`src/design/hbc_pkg.sv`:
```
// hbc_pkg: shared types, constants and helpers for the Hamming block codec.
// Depends on nothing; used by every module of the codec.
`timescale 1ns / 1ps
package hbc_pkg;
	localparam int MaxBytesDef = 32;
	localparam int CntW = 6;

	localparam logic [1:0] ST_CLEAN = 2'd0;
	localparam logic [1:0] ST_FIX   = 2'd1;
	localparam logic [1:0] ST_LONG  = 2'd2;
	localparam logic [1:0] ST_EMPTY = 2'd3;

	typedef struct packed {
		logic [CntW-1:0] n;
		logic            mode;
		logic            ov;
	} hbc_desc_t;

	typedef struct packed {
		logic            bank;
		logic [CntW-1:0] addr;
	} hbc_rd_t;

	// least c >= 1 with 2^c >= bits + c + 1, capped at 16
	function automatic logic [4:0] parity_count(input logic [15:0] bits);
		logic [4:0] c;
		c = 5'd16;
		for (int k = 15; k >= 1; k--) begin
			if ((32'd1 << k) >= 32'(bits) + 32'(k) + 32'd1) c = 5'(k);
		end
		return c;
	endfunction
endpackage

```
`src/design/hbc_front.sv`:
```
// hbc_front: takes input bytes, fills one of two block banks, emits block descriptors.
// Depends on hbc_pkg.
`timescale 1ns / 1ps
module hbc_front #(
	parameter int MAX_BYTES = hbc_pkg::MaxBytesDef
) (
	input  logic              clk,
	input  logic              arst_n,
	input  logic              push,
	input  logic              mode,
	input  logic [7:0]        data_byte,
	input  logic              last,
	input  logic              q_full,
	output logic              q_push,
	output hbc_pkg::hbc_desc_t q_desc,
	input  hbc_pkg::hbc_rd_t  rd,
	output logic [7:0]        rd_data
);
	localparam int AW = (MAX_BYTES > 1) ? $clog2(MAX_BYTES) : 1;

	logic [7:0] mem [2][MAX_BYTES];
	logic [hbc_pkg::CntW-1:0] cnt_q;
	logic bm_q, ovf_q, wbank_q;
	logic accept, room, wr_en;

	assign accept = push & ~q_full;
	assign room   = cnt_q < hbc_pkg::CntW'(MAX_BYTES);
	assign wr_en  = accept & room;
	assign q_push = accept & last;

	always_comb begin
		q_desc.n    = room ? cnt_q + 1'b1 : cnt_q;
		q_desc.mode = (cnt_q == '0) ? mode : bm_q;
		q_desc.ov   = ovf_q | ~room;
	end

	always_ff @(posedge clk) begin
		if (wr_en) mem[wbank_q][cnt_q[AW-1:0]] <= data_byte;
		rd_data <= mem[rd.bank][rd.addr[AW-1:0]];
	end

	always_ff @(posedge clk or negedge arst_n) begin
		if (!arst_n) begin
			cnt_q   <= '0;
			bm_q    <= 1'b0;
			ovf_q   <= 1'b0;
			wbank_q <= 1'b0;
		end else if (accept) begin
			if (cnt_q == '0) bm_q <= mode;
			if (last) begin
				cnt_q   <= '0;
				ovf_q   <= 1'b0;
				wbank_q <= ~wbank_q;
			end else if (room) begin
				cnt_q <= cnt_q + 1'b1;
			end else begin
				ovf_q <= 1'b1;
			end
		end
	end
endmodule

```
`src/design/hbc_fifo.sv`:
```
// hbc_fifo: two-entry descriptor queue between front and back.
// Depends on hbc_pkg.
`timescale 1ns / 1ps
module hbc_fifo (
	input  logic               clk,
	input  logic               arst_n,
	input  logic               push,
	input  hbc_pkg::hbc_desc_t din,
	input  logic               pop,
	output hbc_pkg::hbc_desc_t dout,
	output logic               full,
	output logic               empty
);
	hbc_pkg::hbc_desc_t ent_q [2];
	logic wp_q, rp_q;
	logic [1:0] cnt_q;

	assign full  = cnt_q == 2'd2;
	assign empty = cnt_q == 2'd0;
	assign dout  = ent_q[rp_q];

	always_ff @(posedge clk) begin
		if (push && !full) ent_q[wp_q] <= din;
	end

	always_ff @(posedge clk or negedge arst_n) begin
		if (!arst_n) begin
			wp_q  <= 1'b0;
			rp_q  <= 1'b0;
			cnt_q <= 2'd0;
		end else begin
			if (push && !full) wp_q <= ~wp_q;
			if (pop && !empty) rp_q <= ~rp_q;
			cnt_q <= cnt_q + 2'(push && !full) - 2'(pop && !empty);
		end
	end
endmodule

```
`src/design/hbc_back.sv`:
```
// hbc_back: bit-serial encode/decode engine and result register.
// Depends on hbc_pkg; reads block banks held in hbc_front.
`timescale 1ns / 1ps
module hbc_back #(
	parameter int MAX_BYTES = hbc_pkg::MaxBytesDef
) (
	input  logic               clk,
	input  logic               arst_n,
	input  logic               q_empty,
	input  hbc_pkg::hbc_desc_t q_desc,
	output logic               q_pop,
	output logic               busy,
	output hbc_pkg::hbc_rd_t   rd,
	input  logic [7:0]         rd_data,
	input  logic               pop,
	output logic               empty,
	output logic [7:0]         out_byte,
	output logic               out_last,
	output logic [1:0]         status
);
	localparam int BW = $clog2(8 * MAX_BYTES + 17);
	localparam int OW = $clog2(MAX_BYTES + 3);

	typedef enum logic [5:0] {
		S_IDLE  = 6'b000001,
		S_PREP  = 6'b000010,
		S_RUN   = 6'b000100,
		S_LOAD  = 6'b001000,
		S_LATCH = 6'b010000,
		S_EMIT  = 6'b100000
	} state_t;

	state_t state_q;
	logic [hbc_pkg::CntW-1:0] n_q, rp_q;
	logic mode_q, special_q, pass_q, bank_q;
	logic [4:0] c_q;
	logic [BW-1:0] i_q, acc_q;
	logic [7:0] sh_q, ob_q;
	logic [3:0] shc_q;
	logic [2:0] obc_q;
	logic [OW-1:0] oidx_q;
	logic [1:0] stat_q;
	logic oval_q, olast_q;
	logic [7:0] obyte_q;
	logic [1:0] ostat_q;

	logic [BW-1:0] nbits, total, nb8, limit, ip1;
	logic [OW-1:0] nout;
	logic ispar, need, obit, emit_ok, fin;

	assign nbits = BW'({n_q, 3'b000});
	assign total = nbits + BW'(c_q);
	assign nb8   = (total + BW'(7)) & ~BW'(7);
	assign limit = mode_q ? nbits : nb8;
	assign ip1   = i_q + 1'b1;
	assign ispar = (ip1 & i_q) == '0;
	assign need  = mode_q ? (i_q < nbits) : (!ispar && i_q < total);
	assign nout  = special_q ? OW'(1) : (mode_q ? OW'(n_q) - 1'b1 : OW'(nb8 >> 3));
	assign fin   = oidx_q == nout - 1'b1;
	assign emit_ok = !oval_q || pop;

	always_comb begin
		if (mode_q)
			obit = need & (sh_q[7] ^ (stat_q == hbc_pkg::ST_FIX && ip1 == acc_q));
		else
			obit = ispar ? |(acc_q & ip1) : (need & sh_q[7]);
	end

	assign q_pop    = (state_q == S_IDLE) && !q_empty;
	assign busy     = state_q != S_IDLE;
	assign rd       = '{bank: bank_q, addr: rp_q};
	assign empty    = !oval_q;
	assign out_byte = obyte_q;
	assign out_last = olast_q;
	assign status   = ostat_q;

	always_ff @(posedge clk) begin
		if (state_q == S_EMIT && emit_ok) begin
			obyte_q <= ob_q;
			olast_q <= fin;
			ostat_q <= stat_q;
		end
	end

	always_ff @(posedge clk or negedge arst_n) begin
		if (!arst_n) begin
			state_q   <= S_IDLE;
			n_q       <= '0;
			mode_q    <= 1'b0;
			special_q <= 1'b0;
			pass_q    <= 1'b0;
			bank_q    <= 1'b0;
			c_q       <= '0;
			i_q       <= '0;
			acc_q     <= '0;
			sh_q      <= '0;
			shc_q     <= '0;
			rp_q      <= '0;
			ob_q      <= '0;
			obc_q     <= '0;
			oidx_q    <= '0;
			stat_q    <= hbc_pkg::ST_CLEAN;
			oval_q    <= 1'b0;
		end else begin
			if (pop && oval_q) oval_q <= 1'b0;
			unique case (state_q)
				S_IDLE: begin
					if (!q_empty) begin
						n_q    <= q_desc.n;
						mode_q <= q_desc.mode;
						oidx_q <= '0;
						obc_q  <= '0;
						ob_q   <= '0;
						if (q_desc.ov) begin
							special_q <= 1'b1;
							stat_q    <= hbc_pkg::ST_LONG;
							state_q   <= S_EMIT;
						end else if (q_desc.mode && q_desc.n <= hbc_pkg::CntW'(1)) begin
							special_q <= 1'b1;
							stat_q    <= hbc_pkg::ST_EMPTY;
							state_q   <= S_EMIT;
						end else begin
							special_q <= 1'b0;
							stat_q    <= hbc_pkg::ST_CLEAN;
							state_q   <= S_PREP;
						end
					end
				end
				S_PREP: begin
					c_q     <= hbc_pkg::parity_count(16'(nbits));
					pass_q  <= 1'b0;
					i_q     <= '0;
					acc_q   <= '0;
					shc_q   <= '0;
					rp_q    <= '0;
					state_q <= S_RUN;
				end
				S_RUN: begin
					if (!pass_q) begin
						if (i_q == limit) begin
							pass_q <= 1'b1;
							i_q    <= '0;
							rp_q   <= '0;
							shc_q  <= '0;
							if (mode_q && acc_q != '0 && acc_q <= nbits) stat_q <= hbc_pkg::ST_FIX;
						end else if (need && shc_q == '0) begin
							state_q <= S_LOAD;
						end else begin
							if (need) begin
								if (sh_q[7]) acc_q <= acc_q ^ ip1;
								sh_q  <= sh_q << 1;
								shc_q <= shc_q - 1'b1;
							end
							i_q <= ip1;
						end
					end else if (need && shc_q == '0) begin
						state_q <= S_LOAD;
					end else begin
						if (need) begin
							sh_q  <= sh_q << 1;
							shc_q <= shc_q - 1'b1;
						end
						if (need || !mode_q) i_q <= ip1;
						// decode skips parity positions inside the block
						if (!(mode_q && need && ispar)) begin
							ob_q  <= {ob_q[6:0], obit};
							obc_q <= obc_q + 1'b1;
							if (obc_q == 3'd7) state_q <= S_EMIT;
						end
					end
				end
				S_LOAD: state_q <= S_LATCH;
				S_LATCH: begin
					sh_q    <= rd_data;
					shc_q   <= 4'd8;
					rp_q    <= rp_q + 1'b1;
					state_q <= S_RUN;
				end
				S_EMIT: begin
					if (emit_ok) begin
						oval_q <= 1'b1;
						if (fin) begin
							bank_q  <= ~bank_q;
							state_q <= S_IDLE;
						end else begin
							oidx_q  <= oidx_q + 1'b1;
							state_q <= S_RUN;
						end
					end
				end
				default: state_q <= S_IDLE;
			endcase
		end
	end

	a_shc_range: assert property (@(posedge clk) disable iff (!arst_n) shc_q <= 4'd8)
		else $error("shift count out of range");
	a_emit_aligned: assert property (@(posedge clk) disable iff (!arst_n)
		state_q == S_EMIT |-> obc_q == 3'd0)
		else $error("byte emitted with partial bit count");
	a_latch_after_load: assert property (@(posedge clk) disable iff (!arst_n)
		state_q == S_LATCH |-> $past(state_q) == S_LOAD)
		else $error("latch without load");
	a_status_pass0: assert property (@(posedge clk) disable iff (!arst_n)
		(state_q == S_RUN && !pass_q) |-> stat_q == hbc_pkg::ST_CLEAN)
		else $error("status set before syndrome done");
endmodule

```
`src/design/hamming_block_codec.sv`:
```
// hamming_block_codec: top level of the Hamming SEC block codec.
// Depends on hbc_pkg, hbc_front, hbc_fifo, hbc_back.
//
//   channel | handshake          | payload
//   input   | push / full        | mode, data_byte, last
//   result  | pop / empty        | out_byte, out_last, status
//
// Input bytes transfer one per cycle while a block bank is free; two banks
// let one block fill while the previous one is worked.
// Per block the engine walks the code bits twice, one bit per cycle, pausing in
// S_LOAD and S_LATCH for each stored byte fetched and in S_EMIT while a result
// byte waits on a full result register; too-long and empty blocks skip the walks.
// Reset is asynchronous, active low, and clears all control state.
// A stalled result holds the engine at its next byte; input stalls once both banks are taken.
`timescale 1ns / 1ps
module hamming_block_codec #(
	parameter int MAX_BYTES = hbc_pkg::MaxBytesDef
) (
	input  logic       clk,
	input  logic       arst_n,
	input  logic       push,
	output logic       full,
	input  logic       mode,
	input  logic [7:0] data_byte,
	input  logic       last,
	input  logic       pop,
	output logic       empty,
	output logic [7:0] out_byte,
	output logic       out_last,
	output logic [1:0] status
);
	hbc_pkg::hbc_desc_t fdesc, bdesc;
	hbc_pkg::hbc_rd_t   rd;
	logic q_push, q_pop, q_empty, q_full, busy;
	logic [7:0] rd_data;

	// both banks taken: one block in the engine, one waiting in the queue
	assign full = q_full | (busy & ~q_empty);

	hbc_front #(.MAX_BYTES(MAX_BYTES)) u_front (
		.clk, .arst_n, .push, .mode, .data_byte, .last,
		.q_full(full), .q_push, .q_desc(fdesc), .rd, .rd_data
	);

	hbc_fifo u_fifo (
		.clk, .arst_n, .push(q_push), .din(fdesc), .pop(q_pop),
		.dout(bdesc), .full(q_full), .empty(q_empty)
	);

	hbc_back #(.MAX_BYTES(MAX_BYTES)) u_back (
		.clk, .arst_n, .q_empty, .q_desc(bdesc), .q_pop, .busy, .rd, .rd_data,
		.pop, .empty, .out_byte, .out_last, .status
	);
endmodule

```
`config.mk`:
```
export PLATFORM = sky130hd
export DESIGN_NAME = hamming_block_codec
export DESIGN_NICKNAME = d
export VERILOG_FILES = /design/src/design/hbc_pkg.sv /design/src/design/hbc_front.sv /design/src/design/hbc_fifo.sv /design/src/design/hbc_back.sv /design/src/design/hamming_block_codec.sv
export SDC_FILE = /design/constraint.sdc
export NUM_CORES = 1
export LEC_CHECK = 0
export ABC_AREA = 1
export BUFFER_PORTS_ARGS = -buffer_cell sky130_fd_sc_hd__buf_2
export CAP_MARGIN = 30
export CORE_AREA = 2 2 169 296
export DETAILED_ROUTE_END_ITERATION = 7
export DIE_AREA = 0 0 171 298
export HOLD_SLACK_MARGIN = 0.1
export PLACE_DENSITY = 0.75
export SYNTH_ARGS = -nofsm -noshare
export SYNTH_HDL_FRONTEND = slang
export SYNTH_SLANG_ARGS = --single-unit
```
`constraint.sdc`:
```
create_clock -name clk -period 3.1 [get_ports clk]
set_clock_uncertainty 0.2 [all_clocks]
set_input_delay 0.31 -clock clk [delete_from_list [all_inputs] [get_ports clk]]
set_output_delay 0.31 -clock clk [all_outputs]
set_load 0.01 [all_outputs]
```
* Word-level counts from Yosys, hierarchy flattened *
Memory sizes are Yosys's and may differ from the RTL's.
Cells that the tools add are included.

operators by class
  add/sub/neg operators = 42
  multiply operators = 0
  divide/modulo/power cells = 0
  order comparisons = 23
  equal/unequal tests = 33
  shifts and indexed selects = 0
  multiplexer cells = 101
  bitwise gates (word level) = 21
  reductions and logical operators = 45

operators with widths
  kind                                                                                   number
  32-bit by 1-bit adder with 32-bit output (second input constant)                       15
  256-bit two-way mux                                                                    1
  6-bit two-way mux                                                                      19
  9-bit two-way mux                                                                      11
  8-bit two-way mux                                                                      11
  9-bit by 4-bit adder with 10-bit output (second input constant)                        8
  5-bit two-way mux                                                                      15
  9-bit by 3-bit adder with 10-bit output (second input constant)                        4
  8-bit binary-select mux with 5-bit select                                              1
  8-bit demux with 5-bit select                                                          1
  9-bit one-hot mux with 2 select lines                                                  2
  10-bit by 32-bit greater-or-equal comparator with 1-bit output (first input constant)  1
  11-bit by 32-bit greater-or-equal comparator with 1-bit output (first input constant)  1
  12-bit by 32-bit greater-or-equal comparator with 1-bit output (first input constant)  1
  13-bit by 32-bit greater-or-equal comparator with 1-bit output (first input constant)  1
  14-bit by 32-bit greater-or-equal comparator with 1-bit output (first input constant)  1
  15-bit by 32-bit greater-or-equal comparator with 1-bit output (first input constant)  1
  16-bit by 32-bit greater-or-equal comparator with 1-bit output (first input constant)  1
  2-bit by 32-bit greater-or-equal comparator with 1-bit output (first input constant)   1
  3-bit by 32-bit greater-or-equal comparator with 1-bit output (first input constant)   1
  4-bit by 32-bit greater-or-equal comparator with 1-bit output (first input constant)   1
  5-bit by 32-bit greater-or-equal comparator with 1-bit output (first input constant)   1
  6-bit by 32-bit greater-or-equal comparator with 1-bit output (first input constant)   1
  7-bit by 32-bit greater-or-equal comparator with 1-bit output (first input constant)   1
  other kinds (72)                                                                       164

storage, ports and cells
  bits in registers = 109
  bits in latches = 0
  bits in writable memories = 528
  memory bits (read-only) = 0
  input port bits = 14
  output and inout bits = 13
  logic and storage cells = 295
  memories kept = 2

memories
  name          depth  width  read ports  clocked after memory_dff  wr ports  line             text
  u_front.mem   2      256    1           0                         1         hbc_front.sv:21  logic [7:0] mem [2][MAX_BYTES];
  u_fifo.ent_q  2      8      1           0                         1         hbc_fifo.sv:14   hbc_pkg::hbc_desc_t ent_q [2];

* Depth between registers and ports, before layout *
Gate-level depths: netlist of the first run.

  depth after elaboration = 18
  gate-level depth with buffers = 21
  gate-level depth less buffers = 21

* Cells and area by module *
A second synthesis of the first run with hierarchy kept.

second synthesis, totals
  cells, all modules = 2763
  area, all modules = 28723.8 um^2

modules (own cells, without submodules)
  module               instances  cells an instance  area each (um^2)  sequential area each (um^2)
  hbc_front            1          1893               21877.2           15760.1
  hbc_back             1          791                6000.8            2233.4
  hbc_fifo             1          75                 830.8             580.6
  hamming_block_codec  1          4                  15.0              0.0

* Worst setup path after synthesis of the first run *
OpenSTA, ideal clock, no wires.

  path type = register to register
  from = register u_back.state_q[5]
  to = memory u_front.mem[0][32] (netlist name) (enable)
  setup time = 0.383 ns
  data arrival time = 2.384 ns
  data required time = 2.517 ns
  path slack = 0.133 ns
  cell stages (with the launch flop) = 12
  buffers on the path = 0
  clock period less this slack = 2.967 ns
  path through = dfrtp_1 -> nor2_1 -> inv_1 -> nor4_1 -> inv_1 -> o21ai_1 -> nand2_1 -> nor2_2 -> inv_1 -> nor2_2 -> inv_1 -> nor3_1

between the ends
  cells in the longest elaborated chain, start to end = 8

ends and longest elaborated chain
  item                                       line                       text
  start, declared                            hbc_back.sv:33             state_t state_q;
  start signal, assigned                     hbc_back.sv:87             state_q <= S_IDLE;
  start signal, assigned                     hbc_back.sv:117            state_q <= S_EMIT;
  start signal, assigned                     hbc_back.sv:121            state_q <= S_EMIT;
  6-bit by 1-bit != test with 1-bit output   hbc_back.sv:70             assign busy = state_q != S_IDLE;
  1-bit AND                                  hamming_block_codec.sv:38  assign full = q_full | (busy & ~q_empty);
  1-bit bitwise OR                           hamming_block_codec.sv:38
  1-bit inverter                             hbc_front.sv:26            assign accept = push & ~q_full;
  1-bit AND                                  hbc_front.sv:26
  1-bit AND                                  hbc_front.sv:28            assign wr_en = accept & room;
  1-bit two-way mux                          hbc_front.sv:38            if (wr_en) mem[wbank_q][cnt_q[AW-1:0]] <= data_byte;
  256-bit two-way mux (implied by the code)  hbc_front.sv:38
  end, declared                              hbc_front.sv:21

No other way between the ends.

* Final worst setup path of the first run *
  from = register u_back.i_q[0]
  to = register u_back.ob_q[0]

between the ends
  cells in the longest elaborated chain, start to end = 13
  elaborated cells on any way between the ends = 27
  those cells by class = 1 x add/sub; 2 x order compare; 3 x eq/ne; 7 x mux; 5 x bitwise; 9 x reduce/logical

ends and longest elaborated chain
  item                                    line             text
  start, declared                         hbc_back.sv:37   logic [BW-1:0] i_q, acc_q;
  start signal, assigned                  hbc_back.sv:154  i_q <= ip1;
  start signal, assigned                  hbc_back.sv:163  if (need || !mode_q) i_q <= ip1;
  9-bit by 1-bit adder with 9-bit output  hbc_back.sv:55   assign ip1 = i_q + 1'b1;
  9-bit AND                               hbc_back.sv:56   assign ispar = (ip1 & i_q) == '0;
  9-bit zero test                         hbc_back.sv:56
  1-bit zero test                         hbc_back.sv:57   assign need = mode_q ? (i_q < nbits) : (!ispar && i_q < total);
  1-bit logical AND                       hbc_back.sv:57
  1-bit two-way mux                       hbc_back.sv:57
  1-bit AND                               hbc_back.sv:66   obit = ispar ? |(acc_q & ip1) : (need & sh_q[7]);
  1-bit two-way mux                       hbc_back.sv:66
  1-bit two-way mux                       hbc_back.sv:63   if (mode_q)
  8-bit two-way mux                       hbc_back.sv:165  if (!(mode_q && need && ispar)) begin
  8-bit two-way mux                       hbc_back.sv:156  end else if (need && shc_q == '0) begin
  8-bit two-way mux                       hbc_back.sv:139  if (!pass_q) begin
  8-bit one-hot mux with 2 select lines   hbc_back.sv:106  unique case (state_q)
  end signal, assigned                    hbc_back.sv:166  ob_q <= {ob_q[6:0], obit};
  end, declared                           hbc_back.sv:38   logic [7:0] sh_q, ob_q;

Parallel ways exist; a longest one is shown, timed or not. The select of a mux whose other input is x is not followed.
A chain may end at the register's enable or synchronous reset.

==> results of run 1 <==
registers in the layout (all words and copies together), names as in the netlist, 2 cells and up:
signal / count
u_back.ob_q: 8
u_back.out_byte: 8
u_front.rd_data: 8
u_back.rp_q: 5
u_back.shc_q: 4
u_back.c_q: 4
u_fifo.ent_q: 16
u_back.n_q: 6
u_back.state_q: 6
u_front.mem: 512
u_back.acc_q: 9
u_back.obc_q: 3
u_back.oidx_q: 6
u_front.cnt_q: 6
u_fifo.cnt_q: 2
u_back.stat_q: 2
u_back.i_q: 9
u_back.status: 2
u_back.sh_q: 8
repair_timing:
item	CTS	global route
endpoints found under the setup margin	250	533
hold buffers	9	1
endpoints found under the hold margin	199	34
resized for setup	8	96
pin swaps	3	29
cloned	1	5
setup buffers	0	6
metal layers:
metal	vias to the layer above	part of all wire, %
li1	9038	-
met1	9764	33
met5	-	0
met4	0	8.1
met2	995	51
met3	274	7.8
critical path, delay by kind of cell (launching register included):
kind | cells | cell delay, ps
fa+ha+maj | 2 | 560
xor+xnor | 1 | 170
compound gates | 1 | 360
flops | 1 | 420
simple gates | 6 | 860
buf+inv | 4 | 460
worst max path at each step:
stage	slack [ps]	to	startpoint	cells past startpoint
2_1_floorplan	130	u_front.mem[0][32]$_DFFE_PP_	u_back.state_q[5]$_DFFE_PN0P_	11
3_3_place_gp	-80	u_back.ob_q[0]$_DFFE_PN0P_	u_back.i_q[1]$_DFFE_PN0P_	14
3_5_place_dp	-150	u_back.ob_q[0]$_DFFE_PN0P_	u_back.i_q[1]$_DFFE_PN0P_	14
4_1_cts	-10	u_back.ob_q[0]$_DFFE_PN0P_	u_back.i_q[0]$_DFFE_PN0P_	14
5_1_grt	-140	u_back.state_q[2]$_DFFE_PN0P_	u_back.c_q[2]$_DFFE_PN0P_	18
6_report	20	u_back.ob_q[0]$_DFFE_PN0P_	u_back.i_q[0]$_DFFE_PN0P_	14
final cells by class:
| cell class | instances | area [sq um] | share of cell area [%] |
|---|---|---|---|
| Inverter | 125 | 480.5 | 1.508 |
| Clock inverter | 34 | 396.6 | 1.245 |
| Tap cell | 654 | 818.3 | 2.569 |
| Multi-Input combinational cell | 1551 | 8434 | 26.48 |
| Sequential cell | 635 | 18560 | 58.27 |
| Clock buffer | 65 | 1391 | 4.368 |
| Timing Repair Buffer | 215 | 1772 | 5.562 |
power by group:
group / switching [W] / internal (W) / total, W
Combinational: 0.00651 / 0.00294 / 0.00945
Sequential: 0.000340 / 0.00980 / 0.0101
Clock: 0.00305 / 0.00389 / 0.00693
Total: 0.00989 / 0.0166 / 0.0265
through the flow:
stage               instances  power (W)
floorplan                2431    0.01539
finish                   3279    0.02652
CTS                      3266    0.02553
global route             3279    0.02772
global placement         3157    0.01836
detailed placement       3157    0.01862
logic make-up (layout without fill, tap and decap cells):
family          after synthesis  in the layout  share of synthesized area, %
mux                           1              1                       0.03643
xor+xnor                     17             17                        0.5419
compound gates              524            524                         11.04
buf+inv                     250            439                         3.520
simple gates                949            954                         14.85
flops                       635            635                         67.51
fa+ha+maj                    55             55                         2.505
cell usage in the layout (no fill, tap or decap), types with 53 or more instances in the layout:
cell / count
o21ai_0: 290
o22ai_1: 83
dfrtp_1: 80
buf_4: 163
inv_1: 105
edfxtp_1: 539
nor2_1: 360
nand2_1: 342
clkbuf_16: 53
nand3_1: 90
==> impl_metrics.py, run 1 <==
metrics = {
    "timing": {
        "setup_slack_ps": 21.51,
        "timing.hold.ws_ps": 89.21,
        "fin_crit_sh_pct": 99.31,
        "min_period_ps": 3078,
        "hold_viol": 0,
        "drv_slew": 0,
        "fin_tns_setup_ps": 0,
        "maxSlewHeadroom_pct": 40.06,
        "worst_slew_pin_slew_ps": 899.2,
        "setup_viol": 0,
        "rsz0062_at_grt": "true",
        "fmax_ghz": 0.3248,
    },
    "final_layout": {
        "nets": 2650,
        "area_growth_pct": 15.94,
        "fill_cells": 3577,
        "final_area_sq_mm": 0.03186,
        "antenna-diode-count": 0,
        "final_util_pct": 65.73,
        "drive_above_1_share_pct": 15.89,
    },
    "flow_run": {
        "drv_cap": 0,
    },
    "grt": {
        "use_met3_pct": 5.646,
        "gr-usage-all-layers_pct": 29.03,
        "antenna_found_initial": 0,
        "grt_max_degree": 133,
        "met1_usage_pct": 31.19,
        "globalRouteMet2Util_pct": 49.83,
        "grt_pass1_vias": 19950,
        "grt_pass1_wl_microns": 112000,
        "grt_busiest_layer": "met2",
        "grt_overflow": 0,
    },
    "clock_network": {
        "cts_buffers": 53,
        "cts-root-buf": "clkbuf_16",
        "cts_tree": "done",
        "clk_latency_ps": 600,
        "clockBufferDepth": 3,
        "htree_levels": 2,
        "cts.sinks": 635,
        "clk_pin_slew_worst_paths_ps": 70,
    },
    "logic_synthesis": {
        "synth_nets": 2500,
        "post-synth-top-count-cell": "edfxtp_1",
        "synth_commonest_cells": "edfxtp_1 (539), nor2_1 (367), nand2_1 (360)",
        "ys_ff_latch": 635,
        "synth_cell_types": 55,
        "synth_edf_count": 539,
        "synth_warnings": 0,
        "postSynthAreaPerCell_sq_um": 11.30,
        "yosysSeqAreaShare_pct": 67.51,
        "synth_top_area_cell": "edfxtp_1",
        "syn_area_sq_mm": 0.02748,
        "synth.area.top_cells": "edfxtp_1 (59%), dfrtp_1 (7.9%), o21ai_0 (5.4%)",
        "synth_cells": 2431,
        "ys.flop_type": "edfxtp_1",
        "async_flop_share_pct": 13.86,
        "synth_top_area_share_pct": 58.91,
    },
    "placement": {
        "place_congestion": 0.9231,
        "dp_hpwl_microns": 47590,
        "dpl_cell_area_sq_mm": 0.02938,
        "numPortBuffers": 26,
        "place_ws_ps": -146.4,
    },
    "route": {
        "ant_nets": 0,
        "drc": 0,
        "drt_iter0_markers": 2194,
        "drt_pre_antenna_iters": 6,
        "drt-total-wl_microns": 74950,
        "wl_per_cell_microns": 22.86,
        "num_vias": 20070,
        "vias_per_cell": 6.121,
    },
    "setup_path": {
        "r2r_slack_ps": 20,
        "path_common_cell": "nand2_1",
        "r2r_end": "u_back.ob_q[0]$_DFFE_PN0P_",
        "rr_worst_depth": 14,
        "start_kind": "flip-flop",
        "crit_type": "reg -> reg",
        "crit_slowest_cell": "dfrtp_1",
        "cp_data_required_time_ps": 3440,
        "r2r_start": "u_back.i_q[0]$_DFFE_PN0P_",
        "path_cells": "inv_2, nor3_2, buf_4, nand2_1, ha_1, inv_1, ha_1, nor4_1, nand3_1, xor2_1, o31ai_2, buf_4, nand2_1, nand2_1",
        "crit_path_max_fanout": 4,
        "arrival_ps": 3410,
        "crit_path_max_incr_delay_ps": 420,
        "critPathCaptureType": "flip-flop",
    },
    "floorplan": {
        "pin_count": 27,
        "coreArea_sq_mm": 0.04846,
        "die_area_sq_mm": 0.05096,
        "num_rows": 107,
        "die_width_microns": 171,
        "initial_core_util_pct": 56.69,
        "dieHeight_microns": 298,
    },
    "power": {
        "ir_drop_v": 0.0005382,
        "power_density_mw_per_mm2": 832.5,
        "leakage_nw": 11.76,
    },
    "outcome": {
        "status": "completed",
    },
    "min_path": {
        "min_path_type": "in -> async",
    },
}
Note: power is estimated with default switching activity, not from simulation.
==> run 2, diff against run 1 <==
Settings changed: CORE_AREA 2 2 169 296 to 2 2 215 376, DIE_AREA 0 0 171 298 to 0 0 217 378, PLACE_DENSITY 0.75 to not set.
==> impl_metrics.py, run 2 (synthesis gave the netlist of run 1 again) <==
metrics = {
    "outcome": {
        "status": "completed",
    },
    "floorplan": {
        "die_area_sq_mm": 0.08203,
        "num_rows": 137,
        "die_width_microns": 217,
        "coreArea_sq_mm": 0.07919,
        "dieHeight_microns": 378,
        "initial_core_util_pct": 34.69,
        "pin_count": 27,
    },
    "final_layout": {
        "fill_cells": 7446,
        "largest_reg_flops": 512,
        "layout_common_cells": "edfxtp_1 (539), nor2_1 (358), nand2_1 (347)",
        "final_common_cell": "edfxtp_1",
        "nets": 2677,
        "drive_above_1_share_pct": 16.30,
        "area_growth_pct": 18.36,
        "antenna-diode-count": 0,
    },
    "clock_network": {
        "clockBufferDepth": 3,
        "htree_levels": 2,
        "cts_buffers": 56,
        "cts-root-buf": "clkbuf_16",
        "clk_pin_slew_worst_paths_ps": 60,
        "cts.sinks": 635,
        "clk_latency_ps": 620,
        "cts_tree": "done",
    },
    "setup_path": {
        "crit_path_max_fanout": 5,
        "crit_type": "reg -> reg",
        "cp_data_required_time_ps": 3400,
        "r2r_slack_ps": 90,
        "arrival_ps": 3320,
        "start_kind": "flip-flop",
        "critPathCaptureType": "flip-flop",
    },
    "grt": {
        "antenna_found_initial": 0,
        "grt_pass1_vias": 19580,
        "grt_overflow": 0,
        "gr-usage-all-layers_pct": 18.31,
        "grt_pass1_wl_microns": 115400,
        "grt_max_degree": 102,
    },
    "route": {
        "vias_per_cell": 5.299,
        "wl_per_cell_microns": 20.66,
        "wl_met3_microns": 2974,
        "drt_pre_antenna_iters": 5,
        "wl_met1_microns": 27670,
        "wl_met2_microns": 40660,
        "highest_layer": "met4",
        "drt-total-wl_microns": 76390,
        "num_vias": 19590,
        "ant_nets": 0,
        "drt_iter0_markers": 1550,
        "drc": 0,
    },
    "power": {
        "power_frac_comb_pct": 34.3,
        "p_sw_share_pct": 36.60,
        "pwr-share-seq_pct": 39.0,
        "p_sw_w": 0.009550,
        "leakage_nw": 11.86,
        "power_density_mw_per_mm2": 802.4,
        "pwr-share-clk_pct": 26.7,
        "internal_power_w": 0.01654,
        "finalPower_w": 0.02609,
        "ir_drop_v": 0.0004714,
    },
    "timing": {
        "rsz0062_at_grt": "true",
        "min_period_ps": 3015,
        "worst_slew_pin_slew_ps": 861.3,
        "hold_viol": 0,
        "setup_viol": 0,
        "fmax_ghz": 0.3317,
        "timing.hold.ws_ps": 173.2,
        "drv_slew": 0,
        "fin_tns_setup_ps": 0,
        "maxSlewHeadroom_pct": 42.58,
        "fin_crit_sh_pct": 97.26,
    },
    "min_path": {
        "min_path_type": "in -> reg",
    },
    "placement": {
        "place_congestion": 0.9223,
        "dp_hpwl_microns": 51770,
        "numPortBuffers": 26,
    },
    "flow_run": {
        "drv_cap": 0,
    },
}
run 2: cell count changes in the layout (fill, tap and decap cells not counted), moves of 4 or more:
| cell | before | now |
|---|---|---|
| buf_4 | 163 | 186 |
| clkinv_2 | 11 | 6 |
| inv_2 | 15 | 10 |
| nand2_1 | 342 | 347 |
| nand2_4 | 9 | 4 |
| bufinv_16 | 8 | 4 |
| clkinv_1 | 9 | 13 |
| clkinv_8 | 0 | 4 |
run 2: layout make-up:
type	count	area, sq um	share of cell area (%)
clock inverters	37	369.1	1.135
clock buffers	69	1470	4.521
repair buffers	241	1984	6.102
well taps	1042	1304	4.009
multi-input cells	1549	8346	25.66
inverters	125	483.0	1.485
flip-flops and latches	635	18560	57.08
run 2: power by group through the flow:
stage                     clock, W  sequential (W)  combinational [W]
after floorplan                  0          0.0102            0.00521
after global placement           0          0.0103            0.00822
after detailed placement         0          0.0103            0.00837
after CTS                  0.00713          0.0101            0.00857
after global routing       0.00741          0.0102            0.00981
final                      0.00697          0.0102            0.00895
run 2: critical path, cell delays in order (launching register included):
cell	delay (ps)
dfrtp_2	450
ha_4	170
nand2_4	80
o21ai_2	160
nand2_2	100
ha_4	230
a21oi_1	140
o21a_1	140
nand4_1	100
nand2_1	100
nand2_2	100
buf_6	150
inv_4	60
nand2_4	60
o21ai_4	260
buf_12	150
nand4_4	120
nand2_1	100
o21ai_1	60
run 2: layer usage:
| metal | track usage, % | up-vias |
|---|---|---|
| met5 | 0 | - |
| met4 | 11.23 | 0 |
| met3 | 1.614 | 198 |
| met2 | 34.37 | 613 |
| met1 | 19.69 | 9668 |
| li1 | - | 9115 |
run 2: through the flow:
step                      utilization, %  std cells  instance area, sq um  setup slack (ps)
final                              41.06       3698                 32520             85.03
after global routing               41.06       3698                 32520            -60.30
after CTS                          40.64       3688                 32180             6.738
after detailed placement           37.94       3565                 30050            -254.5
after global placement             37.94       3565                 30050            -145.6
after floorplan                        -       2431                 27480             132.6
run 2: worst paths after layout:
path	startpoint	endpoint	cells past startpoint
hold reg to reg	u_front.rd_data[0]$_DFF_P_	u_back.sh_q[0]$_DFFE_PN0P_	2
setup reg to reg	u_back.n_q[0]$_DFFE_PN0P_	u_back.acc_q[6]$_DFFE_PN0P_	18
max in group asynchronous	arst_n	u_back.state_q[0]$_DFFE_PN1P_	4
setup / recovery	u_back.n_q[0]$_DFFE_PN0P_	u_back.acc_q[6]$_DFFE_PN0P_	18
min in group asynchronous	arst_n	u_back.i_q[1]$_DFFE_PN0P_	4
hold / removal	data_byte[2]	u_front.mem[0][234]$_DFFE_PP_	1
run 2: repair_timing:
action	in CTS	in global routing
gates cloned	3	0
setup endpoints to repair	76	344
endpoints found under the hold margin	201	0
setup buffers	1	10
hold buffers	13	0
gates resized for setup	24	55
pin swaps	3	20
